File: src/rtl/core/lr16k_pkg.sv
// Shared types, constants and rate helpers for the 16 kHz linear resampler.
package lr16k_pkg;

    localparam int unsigned OUT_RATE       = 16000;
    localparam int unsigned RATE_MIN       = 1000;
    localparam int unsigned RATE_MAX       = 192000;
    localparam int unsigned RATE_W         = 18;
    localparam int unsigned REM_W          = 14;
    localparam int unsigned QUOT_W         = 4;
    localparam int unsigned RATE_STEPS     = RATE_MAX / OUT_RATE;
    localparam int unsigned MAX_RESULTS    = 32;
    localparam int unsigned RES_CNT_W      = 6;
    localparam int unsigned ADDR_W         = 3;
    localparam int unsigned DATA_W         = 32;
    // 16000 = 125 << 7: shift out the power of two, then multiply by a reciprocal of 125
    localparam int unsigned DIV_SHIFT      = 7;
    localparam int unsigned DIV_ODD        = 125;
    localparam int unsigned DIV_ODD_LOG2   = 7;

    typedef enum logic [0:0] {
        REG_RATE  = 1'b0,
        REG_COUNT = 1'b1
    } reg_sel_t;

    typedef enum logic [2:0] {
        ST_IDLE,
        ST_CFG_A,
        ST_CFG_B,
        ST_MUL,
        ST_ADD,
        ST_DIV,
        ST_TAIL,
        ST_PUT
    } state_t;

    typedef struct packed {
        logic restart;
        logic derive;
        logic take;
        logic mul;
        logic load_num;
        logic div_step;
        logic tail;
        logic put;
        logic finish;
    } dp_cmd_t;

    typedef struct packed {
        logic ignore;
        logic main_ok;
        logic tail_ok;
        logic out_free;
    } dp_status_t;

    function automatic logic [RATE_W-1:0] clamp_rate(input logic [RATE_W-1:0] rate);
        logic [RATE_W-1:0] r;
        r = rate;
        if (r < RATE_W'(RATE_MIN)) r = RATE_W'(RATE_MIN);
        if (r > RATE_W'(RATE_MAX)) r = RATE_W'(RATE_MAX);
        return r;
    endfunction

    // whole samples per output step: count of output-rate multiples at or below the rate
    function automatic logic [QUOT_W-1:0] rate_quot(input logic [RATE_W-1:0] rate);
        logic [QUOT_W-1:0] q;
        q = '0;
        for (int k = 1; k <= int'(RATE_STEPS); k++)
        begin
            if (rate >= RATE_W'(k * int'(OUT_RATE))) q = q + QUOT_W'(1);
        end
        return q;
    endfunction

    function automatic logic [REM_W-1:0] rate_rem(input logic [RATE_W-1:0] rate,
                                                  input logic [QUOT_W-1:0] q);
        logic [RATE_W-1:0] t;
        t = rate - RATE_W'(q * RATE_W'(OUT_RATE));
        return t[REM_W-1:0];
    endfunction

endpackage

File: src/rtl/core/linear_resampler_to_16k_top.sv
// Top level of the linear-interpolation resampler to 16 kHz.
//
//  channel  | handshake              | payload
//  ---------+------------------------+-------------------------------------------
//  input    | in_valid / in_stall    | sample_in
//  output   | out_valid / out_stall  | sample_out, last_of_run, end_of_stream
//  config   | psel/penable/pwrite    | paddr, pwdata, prdata (0: rate, 4: count)
//
//  An input beat is taken in idle; each interpolated result then passes multiply, sum,
//  reciprocal divide by 16000 and output load, each tail repeat load and output load.
//  A register write stalls the input during its access and the restart and derive states.
//  A stalled output holds the datapath only when a further result needs the output
//  register; the last result of a beat can wait while the next input is taken.
//  Reset is asynchronous; no clearing pass is needed.
module linear_resampler_to_16k_top #(
    parameter int SAMPLE_BITS = 16,
    parameter int COUNT_BITS  = 24
) (
    input  logic                            clk,
    input  logic                            rst_n,
    input  logic                            psel,
    input  logic                            penable,
    input  logic                            pwrite,
    input  logic [lr16k_pkg::ADDR_W-1:0]    paddr,
    input  logic [lr16k_pkg::DATA_W-1:0]    pwdata,
    output logic [lr16k_pkg::DATA_W-1:0]    prdata,
    output logic                            pready,
    input  logic                            in_valid,
    output logic                            in_stall,
    input  logic signed [SAMPLE_BITS-1:0]   sample_in,
    output logic                            out_valid,
    input  logic                            out_stall,
    output logic signed [SAMPLE_BITS-1:0]   sample_out,
    output logic                            last_of_run,
    output logic                            end_of_stream
);

    logic [lr16k_pkg::RATE_W-1:0]   source_rate;
    logic [COUNT_BITS-1:0]          sample_count;
    logic                           cfg_wr;
    lr16k_pkg::dp_cmd_t             cmd;
    lr16k_pkg::dp_status_t          status;

    lr16k_regs #(
        .COUNT_BITS   (COUNT_BITS)
    ) u_regs (
        .clk          (clk),
        .rst_n        (rst_n),
        .psel         (psel),
        .penable      (penable),
        .pwrite       (pwrite),
        .paddr        (paddr),
        .pwdata       (pwdata),
        .prdata       (prdata),
        .pready       (pready),
        .source_rate  (source_rate),
        .sample_count (sample_count),
        .cfg_wr       (cfg_wr)
    );

    lr16k_ctrl u_ctrl (
        .clk          (clk),
        .rst_n        (rst_n),
        .cfg_wr       (cfg_wr),
        .in_valid     (in_valid),
        .in_stall     (in_stall),
        .status       (status),
        .cmd          (cmd)
    );

    lr16k_dp #(
        .SAMPLE_BITS  (SAMPLE_BITS),
        .COUNT_BITS   (COUNT_BITS)
    ) u_dp (
        .clk           (clk),
        .rst_n         (rst_n),
        .cmd           (cmd),
        .status        (status),
        .source_rate   (source_rate),
        .sample_count  (sample_count),
        .sample_in     (sample_in),
        .out_valid     (out_valid),
        .out_stall     (out_stall),
        .sample_out    (sample_out),
        .last_of_run   (last_of_run),
        .end_of_stream (end_of_stream)
    );

endmodule

File: src/rtl/core/lr16k_regs.sv
// APB register file: source rate and sample count.
module lr16k_regs #(
    parameter int COUNT_BITS = 24
) (
    input  logic                                clk,
    input  logic                                rst_n,
    input  logic                                psel,
    input  logic                                penable,
    input  logic                                pwrite,
    input  logic [lr16k_pkg::ADDR_W-1:0]        paddr,
    input  logic [lr16k_pkg::DATA_W-1:0]        pwdata,
    output logic [lr16k_pkg::DATA_W-1:0]        prdata,
    output logic                                pready,
    output logic [lr16k_pkg::RATE_W-1:0]        source_rate,
    output logic [COUNT_BITS-1:0]               sample_count,
    output logic                                cfg_wr
);

    logic [lr16k_pkg::RATE_W-1:0] rate_reg;
    logic [lr16k_pkg::RATE_W-1:0] rate_next;
    logic [COUNT_BITS-1:0]        count_reg;
    logic [COUNT_BITS-1:0]        count_next;
    lr16k_pkg::reg_sel_t          sel;

    assign pready = 1'b1;
    assign sel    = lr16k_pkg::reg_sel_t'(paddr[2]);
    assign cfg_wr = psel && penable && pwrite && pready;

    always_comb
    begin
        rate_next  = rate_reg;
        count_next = count_reg;
        if (cfg_wr)
        begin
            unique case (sel)
                lr16k_pkg::REG_RATE:  rate_next  = pwdata[lr16k_pkg::RATE_W-1:0];
                lr16k_pkg::REG_COUNT: count_next = pwdata[COUNT_BITS-1:0];
                default:              rate_next  = rate_reg;
            endcase
        end
    end

    always_comb
    begin
        unique case (sel)
            lr16k_pkg::REG_RATE:  prdata = lr16k_pkg::DATA_W'(rate_reg);
            lr16k_pkg::REG_COUNT: prdata = lr16k_pkg::DATA_W'(count_reg);
            default:              prdata = '0;
        endcase
    end

    always_ff @(posedge clk or negedge rst_n)
    begin
        if (!rst_n)
        begin
            rate_reg  <= lr16k_pkg::RATE_W'(lr16k_pkg::OUT_RATE);
            count_reg <= '0;
        end
        else
        begin
            rate_reg  <= rate_next;
            count_reg <= count_next;
        end
    end

    assign source_rate  = rate_reg;
    assign sample_count = count_reg;

endmodule

File: src/rtl/core/lr16k_ctrl.sv
// Sequencer: walks each input through its output steps and drives the datapath.
module lr16k_ctrl (
    input  logic                    clk,
    input  logic                    rst_n,
    input  logic                    cfg_wr,
    input  logic                    in_valid,
    output logic                    in_stall,
    input  lr16k_pkg::dp_status_t   status,
    output lr16k_pkg::dp_cmd_t      cmd
);

    lr16k_pkg::state_t      state_reg;
    lr16k_pkg::state_t      state_next;
    logic                   more;

    assign more     = status.main_ok || status.tail_ok;

    // next state
    always_comb
    begin
        state_next = state_reg;
        if (cfg_wr)
        begin
            state_next = lr16k_pkg::ST_CFG_A;
        end
        else
        begin
            unique case (state_reg)
                lr16k_pkg::ST_IDLE:
                begin
                    if (in_valid && !status.ignore)
                    begin
                        if (status.main_ok)      state_next = lr16k_pkg::ST_MUL;
                        else if (status.tail_ok) state_next = lr16k_pkg::ST_TAIL;
                    end
                end
                lr16k_pkg::ST_CFG_A: state_next = lr16k_pkg::ST_CFG_B;
                lr16k_pkg::ST_CFG_B: state_next = lr16k_pkg::ST_IDLE;
                lr16k_pkg::ST_MUL:   state_next = lr16k_pkg::ST_ADD;
                lr16k_pkg::ST_ADD:   state_next = lr16k_pkg::ST_DIV;
                lr16k_pkg::ST_DIV:   state_next = lr16k_pkg::ST_PUT;
                lr16k_pkg::ST_TAIL:  state_next = lr16k_pkg::ST_PUT;
                lr16k_pkg::ST_PUT:
                begin
                    if (status.out_free)
                    begin
                        if (status.main_ok)      state_next = lr16k_pkg::ST_MUL;
                        else if (status.tail_ok) state_next = lr16k_pkg::ST_TAIL;
                        else                     state_next = lr16k_pkg::ST_IDLE;
                    end
                end
                default: state_next = lr16k_pkg::ST_IDLE;
            endcase
        end
    end

    // outputs
    always_comb
    begin
        cmd          = '0;
        in_stall     = 1'b1;
        unique case (state_reg)
            lr16k_pkg::ST_IDLE:
            begin
                in_stall = cfg_wr;
                if (in_valid && !cfg_wr && !status.ignore)
                begin
                    cmd.take   = 1'b1;
                    cmd.finish = !more;
                end
            end
            lr16k_pkg::ST_CFG_A: cmd.restart  = 1'b1;
            lr16k_pkg::ST_CFG_B: cmd.derive   = 1'b1;
            lr16k_pkg::ST_MUL:   cmd.mul      = 1'b1;
            lr16k_pkg::ST_ADD:   cmd.load_num = 1'b1;
            lr16k_pkg::ST_DIV:   cmd.div_step = 1'b1;
            lr16k_pkg::ST_TAIL:  cmd.tail     = 1'b1;
            lr16k_pkg::ST_PUT:
            begin
                if (status.out_free)
                begin
                    cmd.put    = 1'b1;
                    cmd.finish = !more;
                end
            end
            default: cmd = '0;
        endcase
    end

    always_ff @(posedge clk or negedge rst_n)
    begin
        if (!rst_n)
        begin
            state_reg   <= lr16k_pkg::ST_IDLE;
        end
        else
        begin
            state_reg   <= state_next;
        end
    end

endmodule

File: src/rtl/core/lr16k_dp.sv
// Datapath: position tracking, interpolation multiply, divide by 16000, output register.
module lr16k_dp #(
    parameter int SAMPLE_BITS = 16,
    parameter int COUNT_BITS  = 24
) (
    input  logic                                clk,
    input  logic                                rst_n,
    input  lr16k_pkg::dp_cmd_t                  cmd,
    output lr16k_pkg::dp_status_t               status,
    input  logic [lr16k_pkg::RATE_W-1:0]        source_rate,
    input  logic [COUNT_BITS-1:0]               sample_count,
    input  logic signed [SAMPLE_BITS-1:0]       sample_in,
    output logic                                out_valid,
    input  logic                                out_stall,
    output logic signed [SAMPLE_BITS-1:0]       sample_out,
    output logic                                last_of_run,
    output logic                                end_of_stream
);

    localparam int REM_W      = int'(lr16k_pkg::REM_W);
    localparam int NUM_W      = SAMPLE_BITS + REM_W;
    localparam int PROD_W     = SAMPLE_BITS + 16;
    localparam int ACC_W      = COUNT_BITS + 16;
    localparam int BOUND_W    = COUNT_BITS + REM_W;
    localparam int RATE_W     = int'(lr16k_pkg::RATE_W);
    localparam int QUOT_W     = int'(lr16k_pkg::QUOT_W);
    localparam int RES_CNT_W  = int'(lr16k_pkg::RES_CNT_W);
    localparam int DIV_SH     = int'(lr16k_pkg::DIV_SHIFT);
    localparam int DVD_W      = NUM_W - DIV_SH;
    localparam int RECIP_SH   = DVD_W + int'(lr16k_pkg::DIV_ODD_LOG2);
    localparam int RECIP_W    = DVD_W + 1;
    localparam int QPROD_W    = DVD_W + RECIP_W;
    // ceil(2^RECIP_SH / 125): exact floor division for every DVD_W-bit dividend
    localparam logic [63:0] RECIP_FULL = ((64'd1 << RECIP_SH)
                                          + 64'(lr16k_pkg::DIV_ODD) - 64'd1)
                                         / 64'(lr16k_pkg::DIV_ODD);
    localparam logic [RECIP_W-1:0] RECIP = RECIP_FULL[RECIP_W-1:0];
    localparam logic [SAMPLE_BITS-1:0] SIGN_BIT = {1'b1, {(SAMPLE_BITS-1){1'b0}}};

    // rate and stream setup
    logic [RATE_W-1:0]              eff_reg,   eff_next;
    logic [QUOT_W-1:0]              quot_reg,  quot_next;
    logic [REM_W-1:0]               rrem_reg,  rrem_next;
    logic [BOUND_W-1:0]             bound_reg, bound_next;
    // stream position
    logic signed [SAMPLE_BITS-1:0]  prev_reg,  prev_next;
    logic [COUNT_BITS-1:0]          idx_reg,   idx_next;
    logic [COUNT_BITS-1:0]          pw_reg,    pw_next;
    logic [REM_W-1:0]               pr_reg,    pr_next;
    logic [ACC_W-1:0]               acc_reg,   acc_next;
    logic [RES_CNT_W-1:0]           n_reg,     n_next;
    // arithmetic pipeline
    logic signed [SAMPLE_BITS-1:0]  x_reg,     x_next;
    logic signed [PROD_W-1:0]       prod_reg,  prod_next;
    logic [NUM_W-1:0]               num_reg,   num_next;
    logic [SAMPLE_BITS-1:0]         qr_reg,    qr_next;
    logic                           eosp_reg,  eosp_next;
    // output beat
    logic                           ov_reg,    ov_next;
    logic signed [SAMPLE_BITS-1:0]  so_reg,    so_next;
    logic                           last_reg,  last_next;
    logic                           eos_reg,   eos_next;

    logic                           acc_le;
    logic                           more;
    logic [RATE_W-1:0]              eff_w;
    logic [QUOT_W-1:0]              quot_w;
    logic [REM_W:0]                 pr_sum;
    logic                           pr_wrap;
    logic signed [SAMPLE_BITS:0]    diff;
    logic signed [REM_W:0]          frac_s;
    logic [NUM_W-1:0]               num_sum;
    logic [SAMPLE_BITS-1:0]         a_bias;
    logic [QPROD_W-1:0]             qprod;

    assign acc_le = (acc_reg <= ACC_W'(bound_reg));

    assign status.ignore   = (idx_reg >= sample_count);
    assign status.main_ok  = (idx_reg != '0) && acc_le
                             && (pw_reg == idx_reg - COUNT_BITS'(1))
                             && (n_reg != RES_CNT_W'(lr16k_pkg::MAX_RESULTS));
    assign status.tail_ok  = ((COUNT_BITS+1)'(idx_reg) + (COUNT_BITS+1)'(1)
                              == (COUNT_BITS+1)'(sample_count))
                             && acc_le
                             && (n_reg != RES_CNT_W'(lr16k_pkg::MAX_RESULTS));
    assign status.out_free = !ov_reg || !out_stall;
    assign more            = status.main_ok || status.tail_ok;

    assign eff_w   = lr16k_pkg::clamp_rate(source_rate);
    assign quot_w  = lr16k_pkg::rate_quot(eff_reg);

    assign pr_sum  = {1'b0, pr_reg} + {1'b0, rrem_reg};
    assign pr_wrap = (pr_sum >= (REM_W+1)'(lr16k_pkg::OUT_RATE));

    assign diff    = (SAMPLE_BITS+1)'(x_reg) - (SAMPLE_BITS+1)'(prev_reg);
    assign frac_s  = $signed({1'b0, pr_reg});
    assign a_bias  = prev_reg ^ SIGN_BIT;
    // a*16000 + (b-a)*rem + 8000, nonnegative and below 2^(SAMPLE_BITS+14)
    assign num_sum = NUM_W'(a_bias) * NUM_W'(lr16k_pkg::OUT_RATE)
                     + NUM_W'(prod_reg)
                     + NUM_W'(lr16k_pkg::OUT_RATE / 2);

    // divide by 16000: drop the factor 128, then reciprocal multiply for 125
    assign qprod   = QPROD_W'(num_reg[NUM_W-1:DIV_SH]) * QPROD_W'(RECIP);

    always_comb
    begin
        eff_next   = eff_reg;
        quot_next  = quot_reg;
        rrem_next  = rrem_reg;
        bound_next = bound_reg;
        prev_next  = prev_reg;
        idx_next   = idx_reg;
        pw_next    = pw_reg;
        pr_next    = pr_reg;
        acc_next   = acc_reg;
        n_next     = n_reg;
        x_next     = x_reg;
        prod_next  = prod_reg;
        num_next   = num_reg;
        qr_next    = qr_reg;
        eosp_next  = eosp_reg;
        ov_next    = ov_reg && out_stall;
        so_next    = so_reg;
        last_next  = last_reg;
        eos_next   = eos_reg;

        if (cmd.restart)
        begin
            eff_next   = eff_w;
            bound_next = BOUND_W'(sample_count) * BOUND_W'(lr16k_pkg::OUT_RATE);
            prev_next  = '0;
            idx_next   = '0;
            pw_next    = '0;
            pr_next    = '0;
            acc_next   = ACC_W'(eff_w);
            n_next     = '0;
        end

        if (cmd.derive)
        begin
            quot_next = quot_w;
            rrem_next = lr16k_pkg::rate_rem(eff_reg, quot_w);
        end

        if (cmd.take)
            x_next = sample_in;

        if (cmd.mul)
            prod_next = diff * frac_s;

        // both output kinds step the position and note end of stream
        if (cmd.mul || cmd.tail)
        begin
            eosp_next = (acc_reg + ACC_W'(eff_reg)) > ACC_W'(bound_reg);
            pr_next   = pr_wrap ? REM_W'(pr_sum - (REM_W+1)'(lr16k_pkg::OUT_RATE))
                                : pr_sum[REM_W-1:0];
            pw_next   = pw_reg + COUNT_BITS'(quot_reg) + COUNT_BITS'(pr_wrap);
            acc_next  = acc_reg + ACC_W'(eff_reg);
            n_next    = n_reg + RES_CNT_W'(1);
        end

        if (cmd.tail)
            qr_next = x_reg ^ SIGN_BIT;

        if (cmd.load_num)
            num_next = num_sum;

        if (cmd.div_step)
            qr_next = qprod[RECIP_SH +: SAMPLE_BITS];

        if (cmd.put)
        begin
            ov_next   = 1'b1;
            so_next   = $signed(qr_reg ^ SIGN_BIT);
            last_next = !more;
            eos_next  = eosp_reg;
        end

        if (cmd.finish)
        begin
            prev_next = cmd.take ? sample_in : x_reg;
            idx_next  = idx_reg + COUNT_BITS'(1);
            n_next    = '0;
        end
    end

    always_ff @(posedge clk or negedge rst_n)
    begin
        if (!rst_n)
        begin
            eff_reg   <= RATE_W'(lr16k_pkg::OUT_RATE);
            quot_reg  <= QUOT_W'(1);
            rrem_reg  <= '0;
            bound_reg <= '0;
            prev_reg  <= '0;
            idx_reg   <= '0;
            pw_reg    <= '0;
            pr_reg    <= '0;
            acc_reg   <= ACC_W'(lr16k_pkg::OUT_RATE);
            n_reg     <= '0;
            ov_reg    <= 1'b0;
        end
        else
        begin
            eff_reg   <= eff_next;
            quot_reg  <= quot_next;
            rrem_reg  <= rrem_next;
            bound_reg <= bound_next;
            prev_reg  <= prev_next;
            idx_reg   <= idx_next;
            pw_reg    <= pw_next;
            pr_reg    <= pr_next;
            acc_reg   <= acc_next;
            n_reg     <= n_next;
            ov_reg    <= ov_next;
        end
    end

    always_ff @(posedge clk)
    begin
        x_reg    <= x_next;
        prod_reg <= prod_next;
        num_reg  <= num_next;
        qr_reg   <= qr_next;
        eosp_reg <= eosp_next;
        so_reg   <= so_next;
        last_reg <= last_next;
        eos_reg  <= eos_next;
    end

    assign out_valid     = ov_reg;
    assign sample_out    = so_reg;
    assign last_of_run   = last_reg;
    assign end_of_stream = eos_reg;

endmodule

File: config.mk
export PLATFORM = sky130hd
export DESIGN_NAME = linear_resampler_to_16k_top
export DESIGN_NICKNAME = d
export VERILOG_FILES = /design/src/rtl/core/lr16k_pkg.sv /design/src/rtl/core/linear_resampler_to_16k_top.sv /design/src/rtl/core/lr16k_regs.sv /design/src/rtl/core/lr16k_ctrl.sv /design/src/rtl/core/lr16k_dp.sv
export SDC_FILE = /design/constraint.sdc
export NUM_CORES = 2
export LEC_CHECK = 0
export ABC_AREA = 1
export BUFFER_PORTS_ARGS = -buffer_cell sky130_fd_sc_hd__buf_2
export CELL_PAD_IN_SITES_DETAIL_PLACEMENT = 2
export CELL_PAD_IN_SITES_GLOBAL_PLACEMENT = 2
export CORE_ASPECT_RATIO = 2
export CORE_MARGIN = 4
export CORE_UTILIZATION = 44
export CTS_CLUSTER_SIZE = 25
export DETAILED_ROUTE_END_ITERATION = 10
export PLACE_DENSITY = 0.88
export SYNTH_ARGS = -nofsm -noshare
export SYNTH_HDL_FRONTEND = slang
export SYNTH_SLANG_ARGS = --single-unit
export TNS_END_PERCENT = 5
File: constraint.sdc
create_clock -name clk -period 26.4 [get_ports clk]
set_clock_uncertainty 0.1 [all_clocks]
set_input_delay 2.64 -clock clk [delete_from_list [all_inputs] [get_ports clk]]
set_output_delay 2.64 -clock clk [all_outputs]
set_load 0.05 [all_outputs]
## After elaboration in Yosys (flattened, before gate mapping)

Cells that the tools add are included.

| operators by class | value |
|---|---|
| multipliers | 5 |
| $lt $le $gt $ge | 18 |
| bitwise operators | 4 |
| shift operators | 0 |
| reductions and logical operators | 29 |
| $add $sub $neg | 24 |
| equal/unequal tests | 13 |
| multiplexer cells | 53 |
| div/mod/pow operators | 0 |

Operators by type and width:

| operator | count |
|---|---|
| 16-bit 2-to-1 mux | 5 |
| 40-bit 2-to-1 mux | 2 |
| 18-bit by 17-bit >= comparator with 1-bit output, second input constant | 4 |
| 18-bit >= comparator, second input constant | 4 |
| 24-bit 2-to-1 mux | 3 |
| 32-bit case mux with 2 select lines | 1 |
| 23-bit by 24-bit multiplier with 46-bit output, second input constant | 1 |
| 4-bit 2-to-1 mux | 11 |
| 14-bit 2-to-1 mux | 3 |
| 4-bit by 1-bit adder with 4-bit output, second input constant | 10 |
| 40-bit by 18-bit adder with 40-bit output | 1 |
| 40-bit by 38-bit > comparator with 1-bit output | 1 |
| 40-bit by 38-bit less-or-equal comparator with 1-bit output | 1 |
| 18-bit by 16-bit >= comparator with 1-bit output, second input constant | 2 |
| 18-bit 2-to-1 mux | 2 |
| 24-bit by 7-bit multiplier with 31-bit output, second input constant | 1 |
| 30-bit by 13-bit adder with 30-bit output, second input constant | 1 |
| 30-bit adder | 1 |
| 17-bit by 15-bit multiplier with 30-bit output | 1 |
| 24-bit by 1-bit adder with 25-bit output, second input constant | 1 |
| 25-bit by 24-bit == test with 1-bit output | 1 |
| 24-bit by 1-bit adder with 24-bit output | 1 |
| 24-bit by 1-bit adder with 24-bit output, second input constant | 1 |
| 24-bit by 4-bit adder with 24-bit output | 1 |
| other kinds (40) | 86 |

| word-level totals | value |
|---|---|
| register bits after elaboration | 348 |
| memories kept | 0 |
| memory bits (read-only) | 0 |
| logic and storage cells | 168 |
| memory bits (writable) | 0 |
| input port bits | 58 |
| bits in latches | 0 |
| output and inout port bits | 53 |

## Longest topological paths before layout

| depth | value |
|---|---|
| depth after elaboration | 26 |
| depth in mapped cells | 58 |
| gate-level depth less buffers | 58 |

## By module

A second synthesis with hierarchy kept.

| unflattened totals | value |
|---|---|
| cells, all modules | 5247 |
| area, all modules | 44895.6 µm² |

By module, submodules not included:

| module | times used | cells each | area an instance (µm²) |
|---|---|---|---|
| lr16k_dp | 1 | 4926 | 42530.8 |
| lr16k_regs | 1 | 267 | 2043.2 |
| lr16k_ctrl | 1 | 54 | 321.6 |

## Worst setup path after synthesis

OpenSTA, ideal clock, no wires.

| timing path | value |
|---|---|
| path kind | reg-to-reg |
| from | reg u_dp.eff_reg[12] |
| to | reg u_dp.rrem_reg[13] |
| cell stages (with the launch flop) | 53 |
| data arrival time | 9.075 ns |
| required time | 26.183 ns |
| clock period less this slack | 9.292 ns |
| buffers on the path | 0 |
| setup time | 0.117 ns |
| path slack | 17.108 ns |
| path through | dfstp_2 -> nand2_2 -> nor2_2 -> nand3_1 -> nand2_1 -> inv_1 -> ha_1 -> inv_1 -> nand2_1 -> nand2_1 -> ha_1 -> or2_2 -> nand2_1 -> inv_1 -> ha_1 -> or2_2 -> nand2_1 -> inv_1 -> [17 not listed] -> nor2_1 -> o21bai_1 -> inv_1 -> ha_1 -> o21ai_0 -> inv_1 -> fa_1 -> inv_1 -> fa_1 -> inv_1 -> ha_1 -> xor2_1 -> ha_1 -> a21oi_1 -> xnor2_1 -> nand2_1 -> nand3_1 -> nand2_1 |

| on the way | value |
|---|---|
| cells in the longest elaborated chain, start to end | 26 |
| elaborated cells between the ends (all ways) | 37 |
| classes of those cells | add/sub: 12; mul: 1; order compare: 12; mux: 12 |

Ends and longest elaborated chain:

| what | line | RTL |
|---|---|---|
| from (decl) | lr16k_dp.sv:41 | `logic [RATE_W-1:0] eff_reg, eff_next;` |
| from (signal assigned) | lr16k_dp.sv:192 | `eff_reg <= RATE_W'(lr16k_pkg::OUT_RATE);` |
| from (signal assigned) | lr16k_dp.sv:206 | `eff_reg <= eff_next;` |
| 18-bit by 14-bit >= comparator with 1-bit output | lr16k_pkg.sv:69 | `if (rate >= RATE_W'(k * int'(OUT_RATE))) q = q + QUOT_W'(1);` |
| 1-bit 2-to-1 mux | lr16k_pkg.sv:69 |  |
| 1-bit by 1-bit adder with 2-bit output | lr16k_pkg.sv:69 |  |
| 4-bit 2-to-1 mux | lr16k_pkg.sv:69 |  |
| 4-bit by 1-bit adder with 4-bit output | lr16k_pkg.sv:69 |  |
| 4-bit 2-to-1 mux | lr16k_pkg.sv:69 |  |
| 4-bit by 1-bit adder with 4-bit output | lr16k_pkg.sv:69 |  |
| 4-bit 2-to-1 mux | lr16k_pkg.sv:69 |  |
| [11 not listed] | n/a |  |
| 4-bit 2-to-1 mux | lr16k_pkg.sv:69 |  |
| 4-bit by 1-bit adder with 4-bit output | lr16k_pkg.sv:69 |  |
| 4-bit 2-to-1 mux | lr16k_pkg.sv:69 |  |
| 4-bit by 1-bit adder with 4-bit output | lr16k_pkg.sv:69 |  |
| 4-bit 2-to-1 mux * | lr16k_pkg.sv:69 |  |
| via u_dp.quot_w[1] | lr16k_dp.sv:67 | `logic [QUOT_W-1:0] quot_w;` |
| 4-bit by 7-bit multiplier with 7-bit output * | lr16k_pkg.sv:77 | `t = rate - RATE_W'(q * RATE_W'(OUT_RATE));` |
| 14-bit subtractor * | lr16k_pkg.sv:77 |  |
| to (signal assigned) | lr16k_dp.sv:208 | `rrem_reg <= rrem_next;` |
| to (decl) | lr16k_dp.sv:43 | `logic [REM_W-1:0] rrem_reg, rrem_next;` |

The timed path passes the listed nets; every way through them passes the cells marked *.
A chain may end at the register's enable or synchronous reset.

## Worst setup path in the final report

| timing path | value |
|---|---|
| from | reg u_dp.prev_reg[0] |
| to | reg u_dp.prod_reg[29] (data pin) |

| on the way | value |
|---|---|
| cells in the longest elaborated chain, start to end | 2 |

Ends and longest elaborated chain:

| what | line | RTL |
|---|---|---|
| from (decl) | lr16k_dp.sv:46 | `logic signed [SAMPLE_BITS-1:0] prev_reg, prev_next;` |
| from (signal assigned) | lr16k_dp.sv:210 | `prev_reg <= prev_next;` |
| 16-bit by 16-bit subtractor with 17-bit output | lr16k_dp.sv:95 | `assign diff = (SAMPLE_BITS+1)'(x_reg) - (SAMPLE_BITS+1)'(prev_reg);` |
| 17-bit by 15-bit multiplier with 30-bit output | lr16k_dp.sv:150 | `prod_next = diff * frac_s;` |
| to (signal assigned) | lr16k_dp.sv:223 | `prod_reg <= prod_next;` |
| to (decl) | lr16k_dp.sv:54 | `logic signed [PROD_W-1:0] prod_reg, prod_next;` |

Every way passes these cells.

==> results.md <==
* Clk_lat worst skew at 630 ps
* Avg WL per Cell at 33.2 um
* Required @ worst endpoint at around 27000 ps
* Hold EP: u_dp.sample_out[12]
* Vias at 42200
* Root Driver: clkbuf_16
* Clock transition at path regs at 70 ps
* Die W at roughly 230 um
* Detailed-route wire length at 224000 um
* Crit Path Category: flip-flop to flip-flop
* Syn-to-layout area delta at 7.37%
* CTS Hold Bufs at 0
* Worst setup EP type: flip-flop
* CP arrival at 12120 ps
* Initial Util at 44.4%
* Max Clock Freq at 84.5 MHz
* Synth warn at 0
* Max FFs per register at 40
* Total CTS buffers at 39
* First-pass GRT wire length at 319000 um
* Hold Crit Start: u_dp.qr_reg[12]
* Final setup fails at 0
* Asr flop ratio synth at 70.7%
* CTS Buffer Depth at 3
* Core ar. at 101000 sq um
* Unique masters post-synth at 76
* DR iter-0 viols at 2807
* Stages on worst setup path at 30
* WHS at 321 ps
* H-tree depth at 2
* RR Startpoint: u_dp.prev_reg[0]
* HPWL Detailed at between 150000 and 200000 um
* Depth of the worst hold-timing path at 0
* RSZ-0062 raised after global routing: no
* Post-synth design cell area at about 45000 sq um
* Resize count post-CTS at 0
* Run status: finished, final reports clean
* Fin worst setup slack at 14560 ps
* GRT Overall Usage at between 40% and 50%
* Synth Area per Inst at 8.53 sq um
* Buf+Inv Stages, Crit Path at 4
* Seq cells post-synth at 335
* FF-to-FF setup slack at 14560 ps
* Hold crit path type: flip-flop to flip-flop
* CP Launch Type: flip-flop
* Relative slew slack at 2.71%
* Post-synth EDFFs at 82
* Vias in the first global route at 50100
* CP delay by family, top: adder cells
* # nets final at approximately 6600
* Max incr delay on CP at 1190 ps
* Vias per inst at 6.27
* Final Hold Viols at 0
* Post-CTS Setup Inserts at 0
* Filler Cells Inserted at 11100
* RR Endpoint: u_dp.prod_reg[29]
* Final Max Tran Viols at 0
* Initial antenna violation count at 15
* Cells after Synth at 5281
* Port Buffers at between 90 and 100
* Reg2reg path depth at 30
* Grt total ovfl at 0
* CP max-delay cell: o31ai_1
* Antenna-violating nets left at 0
* Crit share post-route at roughly 45%
* Largest net degree at the start of global routing at between 70 and 80
* Pre-CTS WS at 15820 ps
* CTS tree: built
* Residual DRC at 0
* Die height at 460 um
* Top_reg_cell synth: dfrtp_1
* Layout cell share with drive strength beyond 1 at 6.10%
* Setup TNS at 0 ps
* Die ar. at 108000 sq um
* Initial DRT Pass Iterations at 6
* Max-Cap Viols at 0
* Row count at 165
* CP max FO at 8
* Register area share after synthesis at 19.4%
* # clock sinks at 335
* IO Count at 111
* Worst-Margin Slew at 1450 ps
* RD Place Congestion at 1.00
* Tmin final at about 12000 ps
-- cells in the final DEF (no fill, tap or decap), types with 13 or more instances in the layout --
master and n:
inv_1 1020, nand2_1 896, ha_1 636, fa_1 525, nor2_1 339, o21ai_0 279, a21oi_1 267, dfrtp_1 218
nand3_1 206, xor2_1 175, buf_2 90, edfxtp_1 82, nor3_1 62, xnor2_1 62, nand4_1 49, clkbuf_16 41
or2_2 38, buf_4 25, a31oi_1 21, nor4_1 21, dfstp_2 19, diode_2 16, a21o_1 16, o22ai_1 16
dfxtp_1 16, o211ai_1 15, nand2_2 14, o21bai_1 13, o21ai_1 13, inv_2 13
-- routing by layer --
layer | wire length (um) | vias to the layer above | GRT usage (%) | share of wire, %
li1 | - | 17000 | - | -
met1 | 66800 | 21400 | 35.1 | 30
met2 | 113000 | 2368 | 71.7 | 51
met3 | 14000 | 1482 | 9.51 | 6.3
met4 | 29300 | 10 | 40.2 | 13
met5 | 75 | - | 0 | 0.034
-- how the worst max path moves through the flow --
stage | start | endpoint | slack (ps)
floorplan | u_dp.eff_reg[12] | u_dp.rrem_reg[13] | 17110
global placement | u_dp.eff_reg[12] | u_dp.rrem_reg[13] | 16260
detailed placement | u_dp.eff_reg[12] | u_dp.rrem_reg[13] | 15820
CTS | u_dp.eff_reg[11] | u_dp.rrem_reg[13] | 15770
global route | u_dp.prev_reg[0] | u_dp.prod_reg[29] | 14780
finish | u_dp.prev_reg[0] | u_dp.prod_reg[29] | 14560
-- stage by stage --
| stage | utilization, % | instances | area [sq um] |
|---|---|---|---|
| 5_1_grt | 47.7 | 6713 | 48300 |
| 3_5_place_dp | 46.3 | 6635 | 46900 |
| 3_3_place_gp | 46.3 | 6635 | 46900 |
| 4_1_cts | 47.6 | 6707 | 48200 |
| 6_report | 47.7 | 6727 | 48300 |
| 2_1_floorplan | - | 5288 | 45100 |
-- synthesized netlist by cell type, types with 15 or more instances --
| cell type | n | area, sq um |
|---|---|---|
| inv_1 | 1021 | 3830 |
| nand2_1 | 898 | 3370 |
| ha_1 | 636 | 7960 |
| fa_1 | 525 | 10500 |
| nor2_1 | 343 | 1290 |
| o21ai_0 | 280 | 1400 |
| a21oi_1 | 267 | 1340 |
| dfrtp_1 | 218 | 5460 |
| nand3_1 | 206 | 1030 |
| xor2_1 | 175 | 1530 |
| edfxtp_1 | 82 | 2460 |
| clkbuf_1 | 74 | 278 |
| nor3_1 | 64 | 320 |
| xnor2_1 | 62 | 543 |
| nand4_1 | 49 | 307 |
| or2_2 | 38 | 238 |
| nor4_1 | 22 | 138 |
| a31oi_1 | 21 | 131 |
| dfstp_2 | 19 | 499 |
| a21o_1 | 16 | 120 |
| dfxtp_1 | 16 | 320 |
| o22ai_1 | 16 | 100 |
| o211ai_1 | 15 | 113 |
-- area by class of cell --
| type | count | area [sq um] | area share [%] |
|---|---|---|---|
| tap | 1336 | 1670 | 3.46 |
| clock buffer | 57 | 1160 | 2.39 |
| antenna | 16 | 40.0 | 0.0828 |
| multi-input combinational | 3811 | 32000 | 66.2 |
| clock inverter | 15 | 154 | 0.318 |
| inverter | 1037 | 3890 | 8.06 |
| timing repair buffer | 120 | 697 | 1.44 |
| sequential | 335 | 8740 | 18.1 |
-- worst register-to-register path: cells and delay by family (launching register included) --
family	cells	cell delay (ps)
flip-flops	1	620
AO/OA/AOI/OAI	7	2960
buffers and inverters	4	1020
adder cells (fa/ha/maj)	9	4510
XOR/XNOR	1	610
AND/OR/NAND/NOR	9	1770
-- cell families (layout without fill, tap and decap cells) --
family,after synthesis,after routing,share of synthesized area [%]
buffers and inverters,1142,1229,9.71
multiplexers,9,9,0.220
flip-flops,335,335,19.4
AO/OA/AOI/OAI,718,718,8.96
XOR/XNOR,238,238,4.65
AND/OR/NAND/NOR,1676,1676,16.0
adder cells (fa/ha/maj),1161,1161,41.0
other,2,25,0.0167
Power is not shown: default switching activity piles up to over one toggle a cycle in this logic, so the estimate is an artifact.
